$ cat config.mk
export PLATFORM = sky130hd
export DESIGN_NAME = sndag_odometer
export DESIGN_NICKNAME = d
export VERILOG_FILES = /design/src/rtl/sndag_pkg.sv /design/src/rtl/sndag_odometer.sv
export SDC_FILE = /design/constraint.sdc
export NUM_CORES = 1
export LEC_CHECK = 0
export ABC_AREA = 1
export BUFFER_PORTS_ARGS = -buffer_cell sky130_fd_sc_hd__buf_2
export CAP_MARGIN = 25
export CORE_MARGIN = 2
export CORE_UTILIZATION = 57
export DETAILED_ROUTE_END_ITERATION = 12
export PLACE_DENSITY = 0.88
export SLEW_MARGIN = 20
export SYNTH_ARGS = -nofsm -noshare
export SYNTH_HDL_FRONTEND = slang
export SYNTH_SLANG_ARGS = --single-unit
$ cat constraint.sdc
create_clock -name i_clk -period 4.15 [get_ports i_clk]
set_input_delay 0.415 -clock i_clk [delete_from_list [all_inputs] [get_ports i_clk]]
set_output_delay 0.415 -clock i_clk [all_outputs]
set_load 0.05 [all_outputs]
$ cat src/rtl/sndag_pkg.sv
package sndag_pkg;

    // Fixed field widths of the register map and the datapath.
    localparam int HW_DIMS    = 4;   // dimensions that have shape and stride fields
    localparam int SIZE_W     = 16;
    localparam int STRIDE_W   = 32;
    localparam int BASE_W     = 32;
    localparam int PROD_W     = STRIDE_W + SIZE_W;
    localparam int CFG_W      = 64;
    localparam int CFG_IDX_W  = 3;
    localparam int NDIM_W     = 3;
    localparam int ADDR_OUT_W = 32;

    // Register indexes.
    localparam logic [CFG_IDX_W-1:0] REG_N_DIMS     = 3'd0;
    localparam logic [CFG_IDX_W-1:0] REG_SHAPE      = 3'd1;
    localparam logic [CFG_IDX_W-1:0] REG_STRIDES_LO = 3'd2;
    localparam logic [CFG_IDX_W-1:0] REG_STRIDES_HI = 3'd3;
    localparam logic [CFG_IDX_W-1:0] REG_BASE       = 3'd4;

    localparam logic [NDIM_W-1:0] N_DIMS_RESET = 3'd1;
    localparam logic [CFG_W-1:0]  SHAPE_RESET  = 64'h0001_0001_0001_0001;

    typedef logic [SIZE_W-1:0]   t_index;
    typedef logic [STRIDE_W-1:0] t_stride;
    typedef logic [PROD_W-1:0]   t_prod;

    // Raw contents of the register file.
    typedef struct packed {
        logic [NDIM_W-1:0] n_dims;
        logic [CFG_W-1:0]  shape;
        logic [CFG_W-1:0]  strides_lo;
        logic [CFG_W-1:0]  strides_hi;
        logic [BASE_W-1:0] base;
    } t_regs;

    // One accepted request word as seen by the index counter.
    typedef struct packed {
        logic fire;
        logic start;
    } t_step;

endpackage

$ cat src/rtl/sndag_odometer.sv
module sndag_odometer #(
    parameter int MAX_DIMS = 4
) (
    input  logic                i_clk,
    input  logic                i_rst_n,
    input  sndag_pkg::t_step    i_step,
    input  logic [MAX_DIMS-1:0] i_active,
    input  sndag_pkg::t_index   i_size [MAX_DIMS],
    output sndag_pkg::t_index   o_idx  [MAX_DIMS],
    output logic                o_last
);
    import sndag_pkg::*;

    t_index r_idx [MAX_DIMS];
    t_index n_idx [MAX_DIMS];

    // The snapshot is the index vector this word addresses; the carry ripples
    // from the innermost active dimension outward. Inactive dimensions pass
    // the carry through and hold zero.
    always_comb begin
        logic            carry;
        logic [SIZE_W:0] inc;
        logic            wrap;
        carry = 1'b1;
        for (int k = MAX_DIMS - 1; k >= 0; k--) begin
            o_idx[k] = (i_step.start || !i_active[k]) ? '0 : r_idx[k];
            inc      = {1'b0, o_idx[k]} + (SIZE_W+1)'(1);
            wrap     = (inc >= {1'b0, i_size[k]});
            if (i_active[k] && carry) begin
                n_idx[k] = wrap ? '0 : inc[SIZE_W-1:0];
                carry    = wrap;
            end else begin
                n_idx[k] = o_idx[k];
            end
        end
        o_last = carry;
    end

    always_ff @(posedge i_clk) begin
        if (!i_rst_n) begin
            for (int k = 0; k < MAX_DIMS; k++) r_idx[k] <= '0;
        end else if (i_step.fire) begin
            r_idx <= n_idx;
        end
    end

endmodule

**Word-level counts from Yosys, hierarchy flattened**

Cells that the tools add are included.

- Add/sub/neg operators: 4
- Order comparisons: 4
- Mux-type cells: 16
- Reduce and logical (&&, ||, !) cells: 11

Operators by type and width:

| operator | count |
|---|---|
| $mux W16 | 12 |
| $add A16 B1 Y17 const B | 4 |
| $ge A17 B16 Y1 | 4 |
| $logic_not A1 Y1 | 4 |
| $logic_or A1 B1 Y1 | 4 |
| $mux W1 | 4 |
| $logic_and A1 B1 Y1 | 3 |

- Flip-flop bits (word level): 64
- Input port bits: 72
- Output and inout port bits: 65
- Word-level logic and storage cells: 39

**Depth between registers and ports, before layout**

- Depth in word-level cells: 12
- Depth in mapped cells: 29
- Depth with buffers taken out: 28

**Worst setup path after synthesis**

No wires, ideal clock.

- Path type: in2out
- Start: in i_active[1]
- End: out o_last
- Data arrival time: 4.779 ns
- Data required time: 3.735 ns
- Path slack: -1.044 ns
- Stages on the path: 24
- Buffers on the path: 2
- Path through: inv_1 -> nor2_4 -> inv_2 -> buf_2 -> nor2_1 -> ha_1 -> nand4_1 -> nor2_1 -> nand4_1 -> nor2_2 -> xor2_1 -> inv_1 -> ha_1 -> nand2_1 -> nor3_1 -> nand2_1 -> nand2_1 -> nand2_1 -> nand2_1 -> nand2_1 -> nand3_1 -> nand3_4 -> buf_6 -> a31oi_1

RTL lines:

| item | line | RTL |
|---|---|---|
| start: declaration | sndag_odometer.sv:7 | `input logic [MAX_DIMS-1:0] i_active,` |
| end: declaration | sndag_odometer.sv:10 | `output logic o_last` |

**Worst setup path after layout**

- Start: in i_active[3]
- End: out o_last

- Cells in the longest elaborated chain, start to end: 12

Ends and longest elaborated chain:

| item | line | RTL |
|---|---|---|
| $logic_not A1 Y1 | sndag_odometer.sv:26 | `o_idx[k] = (i_step.start \|\| !i_active[k]) ? '0 : r_idx[k];` |
| $logic_or A1 B1 Y1 | sndag_odometer.sv:26 |  |
| $mux W16 | sndag_odometer.sv:26 |  |
| $add A16 B1 Y17 | sndag_odometer.sv:27 | `inc = {1'b0, o_idx[k]} + (SIZE_W+1)'(1);` |
| $ge A17 B16 Y1 | sndag_odometer.sv:28 | `wrap = (inc >= {1'b0, i_size[k]});` |
| $mux W1 * | sndag_odometer.sv:29 | `if (i_active[k] && carry) begin` |
| $logic_and A1 B1 Y1 | sndag_odometer.sv:29 |  |
| $mux W1 * | sndag_odometer.sv:29 |  |
| $logic_and A1 B1 Y1 | sndag_odometer.sv:29 |  |
| $mux W1 * | sndag_odometer.sv:29 |  |
| $logic_and A1 B1 Y1 | sndag_odometer.sv:29 |  |
| $mux W1 * | sndag_odometer.sv:29 |  |

Mark *: on every way between the ends. The rest lies on a longest branch, timed or not.

==> metrics.yaml <==
outcome:
  status: "complete, no violations"
clock_tree:
  clkLatencyLatePin_ns: 0.33
  cts_tree: "done"
  cts_made_buffers: 9
  root_buffer: "clkbuf_16"
  hold_buffers: 0
  h-tree-depth: 3
  cts_sinks: 64
  cts_buffer_depth: 2
  path_clk_slew_ns: 0.05
logic_synthesis:
  syn_nets: 1216
  synth_top_cell_by_area: "dfxtp_1"
  synth_top_area_share: 0.197
  synth_edf_count: 0
  synthFlopType: "dfxtp_1"
  synth-seq-area-share: 0.197
  synth.most_common_cell: "nand2_1"
  syn_inst: 1076
  yosys_register_bits: 64
  yosys_warnings: 0
  synth_common_cells: "240 x nand2_1, 213 x inv_1, 120 x nor2_1, 89 x a21oi_1, 68 x ha_1"
  synthArstFlopShare: 0
  synth.distinct_cells: 36
  syn-cell-area_um2: 6500
  ys_top_cells_by_area: "dfxtp_1 20%, nand2_1 14%, ha_1 13%"
  syn_area_per_cell_um2: 6.04
timing:
  period_needed_ns: 3.99
  max_freq_mhz: 251
  whs_ns: 0.466
  setup_viol: 0
  finalCritPeriodShare: 0.961
  worst_slew_pin_slew_ns: 0.615
  relSlewSlack: 0.590
  slew_violations: 0
  fin_skew_ns: 0.0101
  hold_violations: 0
  fin_ws_ns: 0.163
  tns_ns: 0
place:
  io_buffers: 136
  post-place-ws_ns: 0.0954
  gp_congestion: 0.995
  dp.cells: 1353
  hpwl_um: 14100
  placed_area_um2: 7530
pwr:
  seqPwrFrac: 0.392
  power_mw: 1.66
  p_sw_uw: 500
  vdd_ir_drop_max_mv: 0.193
  pwr-share-clk: 0.410
  leakage_nw: 4.23
  p_sw_frac: 0.301
  p_comb_frac: 0.198
  p_int_mw: 1.16
  power.density_nw_per_um2: 212
global_route:
  use_met3: 0.0492
  grt_pass1_vias: 6571
  top_usage_layer: "met2"
  antenna_found_initial: 0
  grt.met1_usage: 0.368
  grt_max_degree: 63
  grt-ovfl-total: 0
  track_usage: 0.286
  grt_first_pass_wirelength_um: 29700
  met2_usage: 0.481
floorplanning:
  pin_count: 137
  die_w_um: 111
  start_util: 0.592
  rows: 38
  die_area_um2: 12300
  die_y_um: 111
  core_um2: 11000
routing:
  wl_per_cell_um: 13.4
  num_vias: 7328
  drt-pass1-iter-count: 5
  drt-total-wl_um: 18400
  ant_nets: 0
  drt_iter0_drc: 598
  avgViaCountPerCell: 5.35
  drc: 0
critical_path:
  required_ns: 3.73
  worstSetupEndpointType: "primary output"
  path_max_fanout: 6
  critical_path_class: "primary input to primary output"
  worstSetupStartpointType: "primary input"
  arrival_ns: 3.57
layout:
  area_delta_synth_final_pct: 20.8
  nets: 1366
  finalNonFillerCells: 1369
  design_area_um2: 7850
  drive_gt1_frac: 0.188
  top_regs: "r_idx: 64 flops"
  top_register: "r_idx"
  finish.utilization: 0.715
  fillers: 954
  n_antenna_cell: 0
  largest_reg_flops: 64
run:
  max-cap-violations: 0
min_path:
  min_path_type: "flip-flop to flip-flop"
-- worst paths after layout --
check	start	endpoint	slack (ns)	depth (start not counted)
min reg2reg	r_idx[48]	r_idx[48]	0.47	2
max reg2reg	r_idx[0]	r_idx[23]	0.63	22
max	i_active[3]	o_last	0.16	22
min	r_idx[48]	r_idx[48]	0.47	2
-- power by group through the flow --
stage | Clock [mW] | Combinational [mW] | Sequential, mW
after global routing | 0.706 | 0.366 | 0.653
after floorplan | 0 | 0.223 | 0.659
after global placement | 0 | 0.310 | 0.662
final | 0.681 | 0.328 | 0.651
after detailed placement | 0 | 0.319 | 0.663
after CTS | 0.687 | 0.321 | 0.651
-- layout make-up --
cell class / instances / area (um^2) / area share
well taps: 140 / 175 / 0.0223
clock inverters: 1 / 5.00 / 0.000638
repair buffers: 172 / 965 / 0.123
inverters: 219 / 828 / 0.106
multi-input cells: 760 / 4350 / 0.554
flip-flops and latches: 64 / 1280 / 0.163
clock buffers: 13 / 250 / 0.0319
-- critical path: stages --
cell and delay [ns]:
buf_2 0.10, inv_1 0.09, nor2_4 0.22, inv_2 0.13, nor2_4 0.14, ha_2 0.23, nand4_1 0.17, nor2_2 0.21
xor2_1 0.19, inv_1 0.09, ha_1 0.32, nand2_1 0.09, nor3_2 0.23, nand2_1 0.08, nand2_1 0.07, nand2_1 0.05
nand2_1 0.05, nand2_1 0.10, nand3_4 0.13, nand3_4 0.11, a31oi_4 0.17, buf_6 0.18
-- routing by layer --
layer	routed length, um	part of all wire
met4	470	0.026
met1	8050	0.44
met5	0	0
met3	1410	0.077
met2	8450	0.46
-- timing repair --
action                     in CTS  in global routing
resized for setup               0                 13
setup buffers                   0                  2
setup endpoints to repair       0                  9
-- cells by family (layout without fill, tap and decap cells) --
family | Yosys count | in the layout | share of synthesized area
compound gates | 148 | 148 | 0.119
simple gates | 497 | 497 | 0.337
fa+ha+maj | 68 | 68 | 0.131
flops | 64 | 64 | 0.197
buf+inv | 252 | 405 | 0.153
xor+xnor | 47 | 47 | 0.0634
-- cells in the final DEF (no fill, tap or decap), types with 2 or more instances in the layout --
cell type,instances
a21oi_1,89
a31oi_1,5
buf_2,135
buf_4,35
clkbuf_1,3
clkbuf_16,9
clkinv_1,2
dfxtp_1,64
ha_1,66
ha_2,2
inv_1,212
inv_2,3
nand2_1,240
nand2_2,2
nand2_4,3
nand3_1,55
nand3_2,2
nand3_4,2
nand3b_1,2
nand4_1,35
nor2_1,109
nor2_2,11
nor2_4,12
nor3_1,13
nor3_2,4
nor3b_2,2
nor4_1,3
o21a_1,2
o21ai_0,44
o21bai_1,2
xnor2_1,7
xor2_1,40
(Power assumes the default switching activity.)
