--- src/rtl/sndag_pkg.sv ---
package sndag_pkg;

    // Fixed field widths of the register map and the datapath.
    localparam int HW_DIMS    = 4;   // dimensions that have shape and stride fields
    localparam int SIZE_W     = 16;
    localparam int STRIDE_W   = 32;
    localparam int BASE_W     = 32;
    localparam int PROD_W     = STRIDE_W + SIZE_W;
    localparam int CFG_W      = 64;
    localparam int CFG_IDX_W  = 3;
    localparam int NDIM_W     = 3;
    localparam int ADDR_OUT_W = 32;

    // Register indexes.
    localparam logic [CFG_IDX_W-1:0] REG_N_DIMS     = 3'd0;
    localparam logic [CFG_IDX_W-1:0] REG_SHAPE      = 3'd1;
    localparam logic [CFG_IDX_W-1:0] REG_STRIDES_LO = 3'd2;
    localparam logic [CFG_IDX_W-1:0] REG_STRIDES_HI = 3'd3;
    localparam logic [CFG_IDX_W-1:0] REG_BASE       = 3'd4;

    localparam logic [NDIM_W-1:0] N_DIMS_RESET = 3'd1;
    localparam logic [CFG_W-1:0]  SHAPE_RESET  = 64'h0001_0001_0001_0001;

    typedef logic [SIZE_W-1:0]   t_index;
    typedef logic [STRIDE_W-1:0] t_stride;
    typedef logic [PROD_W-1:0]   t_prod;

    // Raw contents of the register file.
    typedef struct packed {
        logic [NDIM_W-1:0] n_dims;
        logic [CFG_W-1:0]  shape;
        logic [CFG_W-1:0]  strides_lo;
        logic [CFG_W-1:0]  strides_hi;
        logic [BASE_W-1:0] base;
    } t_regs;

    // One accepted request word as seen by the index counter.
    typedef struct packed {
        logic fire;
        logic start;
    } t_step;

endpackage

--- src/rtl/sndag_cfg_regs.sv ---
module sndag_cfg_regs #(
    parameter int MAX_DIMS = 4
) (
    input  logic                           i_clk,
    input  logic                           i_rst_n,
    input  logic                           i_cfg_we,
    input  logic [sndag_pkg::CFG_IDX_W-1:0] i_cfg_idx,
    input  logic [sndag_pkg::CFG_W-1:0]     i_cfg_wdata,
    output logic [MAX_DIMS-1:0]            o_active,
    output sndag_pkg::t_index              o_size   [MAX_DIMS],
    output sndag_pkg::t_stride             o_stride [MAX_DIMS],
    output logic [sndag_pkg::BASE_W-1:0]    o_base
);
    import sndag_pkg::*;

    t_regs r_regs;
    logic [NDIM_W-1:0] n_eff;
    logic [2*CFG_W-1:0] strides_all;

    always_ff @(posedge i_clk) begin
        if (!i_rst_n) begin
            r_regs.n_dims     <= N_DIMS_RESET;
            r_regs.shape      <= SHAPE_RESET;
            r_regs.strides_lo <= '0;
            r_regs.strides_hi <= '0;
            r_regs.base       <= '0;
        end else if (i_cfg_we) begin
            unique case (i_cfg_idx)
                REG_N_DIMS:     r_regs.n_dims     <= i_cfg_wdata[NDIM_W-1:0];
                REG_SHAPE:      r_regs.shape      <= i_cfg_wdata;
                REG_STRIDES_LO: r_regs.strides_lo <= i_cfg_wdata;
                REG_STRIDES_HI: r_regs.strides_hi <= i_cfg_wdata;
                REG_BASE:       r_regs.base       <= i_cfg_wdata[BASE_W-1:0];
                default: ;
            endcase
        end
    end

    // A dimension count of zero behaves as one; counts above MAX_DIMS
    // saturate because no dimension beyond MAX_DIMS exists.
    assign n_eff       = (r_regs.n_dims == '0) ? NDIM_W'(1) : r_regs.n_dims;
    assign strides_all = {r_regs.strides_hi, r_regs.strides_lo};
    assign o_base      = r_regs.base;

    for (genvar k = 0; k < MAX_DIMS; k++) begin : g_dim
        assign o_active[k] = (4'(k) < {1'b0, n_eff});
        if (k < HW_DIMS) begin : g_hw
            logic [SIZE_W-1:0] raw_size;
            assign raw_size    = r_regs.shape[SIZE_W*k +: SIZE_W];
            assign o_size[k]   = (raw_size == '0) ? SIZE_W'(1) : raw_size;
            assign o_stride[k] = strides_all[STRIDE_W*k +: STRIDE_W];
        end else begin : g_pad
            assign o_size[k]   = SIZE_W'(1);
            assign o_stride[k] = '0;
        end
    end

endmodule

--- config.mk ---
export PLATFORM = sky130hd
export DESIGN_NAME = sndag_cfg_regs
export DESIGN_NICKNAME = d
export VERILOG_FILES = /design/src/rtl/sndag_pkg.sv /design/src/rtl/sndag_cfg_regs.sv
export SDC_FILE = /design/constraint.sdc
export NUM_CORES = 1
export LEC_CHECK = 0
export ABC_CLOCK_PERIOD_IN_PS = 2000
export BUFFER_PORTS_ARGS = -buffer_cell sky130_fd_sc_hd__buf_2
export CORE_MARGIN = 8
export CORE_UTILIZATION = 50
export DETAILED_ROUTE_END_ITERATION = 7
export GPL_TIMING_DRIVEN = 0
export PLACE_DENSITY = 0.77
export SYNTH_ARGS = -nofsm -noshare
export SYNTH_HDL_FRONTEND = slang
export SYNTH_SLANG_ARGS = --single-unit
export TNS_END_PERCENT = 5
--- constraint.sdc ---
create_clock -name i_clk -period 2 [get_ports i_clk]
set_input_delay 0.4 -clock i_clk [delete_from_list [all_inputs] [get_ports i_clk]]
set_output_delay 0.4 -clock i_clk [all_outputs]
set_load 0.005 [all_outputs]
**Word level (Yosys, flattened, before mapping)**

Index checks and enable logic that the tools add are counted.

- Bits in writable memories: 0
- Bits in registers: 227
- Bits in read-only memories: 0
- Bits in latches: 0
- Output and inout port bits: 228
- Bits of input ports: 70
- Memories kept: 0

- Reduce and logical (&&, ||, !) cells: 11
- Div/mod/pow operators: 0
- $mul: 0
- Bitwise gates (word level): 0
- Shifts and indexed selects: 0
- Add/subtract/negate cells: 0
- Mux-type cells: 5
- Equal/unequal tests: 4
- Magnitude comparators: 4

Operator list:

| operator | count |
|---|---|
| $logic_not A16 Y1 | 4 |
| $mux W16 | 4 |
| $reduce_and A2 Y1 | 5 |
| $eq A3 B2 Y1 const B | 2 |
| $logic_not A3 Y1 | 2 |
| $lt A1 B3 Y1 const A | 2 |
| $lt A2 B3 Y1 const A | 2 |
| $eq A3 B1 Y1 const B | 1 |
| $eq A3 B3 Y1 const B | 1 |
| $mux W3 | 1 |

**Depth between registers and ports, before layout**

- Depth after elaboration: 3
- Depth in mapped cells: 6

**Worst setup path before layout**

Ideal clock, no wire load.

- Kind: input to register
- Start point: input i_cfg_idx[2] (netlist name)
- End point: register r_regs (netlist bit o_stride[15])
- Library setup time: 0.129 ns
- Path slack: 0.755 ns
- Stages on the path: 6
- Data arrival time: 1.117 ns
- Buffers on the path: 3
- Path through: nand4b_1 -> buf_4 -> buf_6 -> buf_6 -> nand3_1 -> o21ai_0

- Word-level cells in the longest chain between the ends: 2

Ends and longest elaborated chain:

| what | RTL line | RTL |
|---|---|---|
| start: declaration | sndag_cfg_regs.sv:7 | `input logic [sndag_pkg::CFG_IDX_W-1:0] i_cfg_idx,` |
| $eq A3 B2 Y1 | sndag_cfg_regs.sv:28 | `unique case (i_cfg_idx)` |
| $reduce_and A2 Y1 (no source line) | n/a |  |
| end: declaration | sndag_cfg_regs.sv:16 | `t_regs r_regs;` |

Every way passes these cells.
A chain may end at the register's enable or synchronous reset.

==> impl_metrics.yaml <==
run_status:
  outcome: "finished clean"
pwr:
  power_w: 0.0100
  intPower_w: 0.00770
  powerDensity_nw_per_um2: 808
  clkPwrFrac_pct: 45.5
  p_switching_w: 0.00231
  static-leakage-power_nw: 5.79
  p_sw_share_pct: 23.1
  vdd_drop_max_mv: 0.547
  pwr-share-seq_pct: 46.8
  pwr-share-comb_pct: 7.7
critical_path:
  worst_setup_path_end_kind: "primary output"
  startpoint_type: "flop"
  crit_required_ns: 1.60
  crit_arrival_ns: 1.53
  cp_slowest_cell: "dfxtp_1"
  path_cells: "nor4_2, a41o_1, buf_2"
  critPathMaxStageDelay_ns: 0.34
  crit_path_max_fanout: 3
  critical_path_class: "reg2out"
floorplanning:
  die_x_um: 156
  die_h_um: 156
  ioPinCount: 298
  initial_core_util_pct: 50.5
  core_um2: 19300
  row_count: 51
  dieArea_um2: 24200
timing:
  skew_ns: 0
  period_share_pct: 96.6
  fin_crit_ns: 1.93
  rsz0062_at_grt: "no"
  setup_viol: 0
  finalHoldViolCount: 0
  tns_ns: 0
  drv_slew: 0
  tightest_slew_ns: 0.689
  fmax_mhz: 518
  maxSlewHeadroom_pct: 54.1
hold_path:
  hold_path_class: "in2reg"
route:
  viasPerCell: 4.99
  first_iter_violations: 431
  drc: 0
  via_count: 8885
  detail-route-antenna-nets: 0
  totalWireLength_mm: 29.9
  wl_per_cell_um: 16.8
  dr.pass1.iters: 5
synthesis:
  synth_most_common_cell: "nand2_1"
  synth.top_cell.area_share_pct: 46.7
  synth_area_leader_cell: "dfxtp_1"
  synthArstFlopShare_pct: 0
  synth_cell_type_count: 25
  synth_area_um2: 9730
  synthFlopType: "dfxtp_1"
  yosys_warnings: 0
  synth_area_leaders: "dfxtp_1, buf_4, nand2_1"
  seq_area_frac_synth_pct: 46.7
  ys_seq_elements: 227
  syn_avg_cell_area_um2: 8.28
  synthTopCellsByCount: "nand2_1, dfxtp_1, buf_4, nand3_1, o21ai_0"
  syn_nets: 1245
  synth_edf_count: 0
  synthCells: 1175
placement:
  dp_hpwl_mm: 22.4
  gp_routability_congestion: 0.872
  io_buffers: 295
  place_inst: 1735
global_routing:
  top_usage_layer: "met2"
  antenna_found_initial: 1
  grt_usage_pct: 23.8
  gr-usage-met3_pct: 5.19
  grt_pass1_wl_mm: 46.6
  gr-usage-met1_pct: 29.0
  grt_max_degree: 14
  grt_overflow: 0
  first_global_vias: 8735
  grtUsageMet2_pct: 40.5
clocking:
  clock-root-buffer: "clkbuf_16"
  cts_sinks: 227
  numCtsBuffers: 24
  cts_htree_levels: 1
  path_clk_slew_ns: 0.06
  worstSkewPairLatency_ns: 0.50
  tritoncts: "done"
  clock_path_buffers: 3
  postCtsHoldBufs: 0
finish:
  stdcell_count: 1780
  layout.nets: 1566
  nFillCells: 1715
  drive_above_1_share_pct: 35.7
  area_growth_pct: 27.2
job:
  drv_cap: 0
## logic make-up (layout without fill, tap and decap cells)
logic type / after synthesis / after routing / synth area share, %
AOI/OAI and AO/OA: 225 / 225 / 14.3
muxes: 7 / 7 / 0.720
DFF: 227 / 227 / 46.7
buffers and inverters: 304 / 643 / 19.8
and+or+nand+nor: 411 / 411 / 18.5
other: 1 / 2 / 0.0385
## placed cells by master, fill, tap and decap left out, drive strengths merged
master	n
nand2	261
nor2b	2
mux2i	7
diode	1
nor4b	1
nand3	124
clkbuf	134
conb	1
nor3	4
a21boi	96
and4bb	2
o21ai	124
or2	1
a41o	4
nor4	12
nand4b	1
dfxtp	227
nand4bb	3
buf	501
bufinv	2
inv	1
a21o	1
clkinv	5
## power groups by stage
stage | Clock, W | Combinational, W | Sequential [W]
final | 0.00456 | 0.000770 | 0.00468
after global placement | 0 | 0.000755 | 0.00477
after floorplan | 0 | 0.000426 | 0.00476
after CTS | 0.00462 | 0.000771 | 0.00468
after detailed placement | 0 | 0.000765 | 0.00478
after global routing | 0.00479 | 0.000844 | 0.00469
## path summary, 6_finish.rpt
kind | from | to | slack [ns] | depth (start not counted)
max | g_dim[2].g_hw.raw_size[1] | o_size[16] | 0.07 | 3
min | i_cfg_wdata[33] | o_stride[65] | 0.15 | 3
max reg2reg | g_dim[3].g_hw.raw_size[7] | g_dim[3].g_hw.raw_size[7] | 1.28 | 2
min reg2reg | o_stride[77] | o_stride[77] | 0.45 | 2
## metal layers
metal	wire length [µm]	share of wire (%)
met3	2500	8.3
met5	0	0
met2	14400	48
met4	830	2.8
met1	12200	41
## flip-flops by register name (all words and copies together), names as in the netlist
name	flops
g_dim.g_hw.raw_size	64
r_regs	3
o_stride	128
o_base	32
## final cells by class
type                            count  area (µm²)  share of cell area (%)
Antenna cell                        1        2.50                  0.0202
Buffer                            304        1930                    15.6
Clock buffer                       36         717                    5.79
Clock inverter                      8        93.8                   0.758
Multi-Input combinational cell    644        3290                    26.6
Sequential cell                   227        4540                    36.7
Tap cell                          265         332                    2.68
Timing Repair Buffer              295        1480                    11.9
## metrics by stage
step           utilization, %  worst slack, ns  cell area [µm²]  hold slack [ns]
3_5_place_dp             59.9            0.214            11500            0.446
3_3_place_gp             59.9            0.240            11500            0.441
6_report                 64.2           0.0677            12400            0.146
2_1_floorplan               -            0.755             9730            0.435
4_1_cts                  64.1           0.0171            12400            0.128
5_1_grt                  64.2           0.0151            12400            0.142
## critical path: cells and delay by family, from the launching register on
family / cells / cell delay, ns
compound gates: 1 / 0.23
buf+inv: 1 / 0.13
simple gates: 1 / 0.33
flops: 1 / 0.34
## repair_timing
action | CTS | global route
endpoints found under the setup margin | 2 | 2
setup buffers | 0 | 0
gates resized for setup | 2 | 2
cloned | 0 | 0
(Power assumes the default switching activity.)
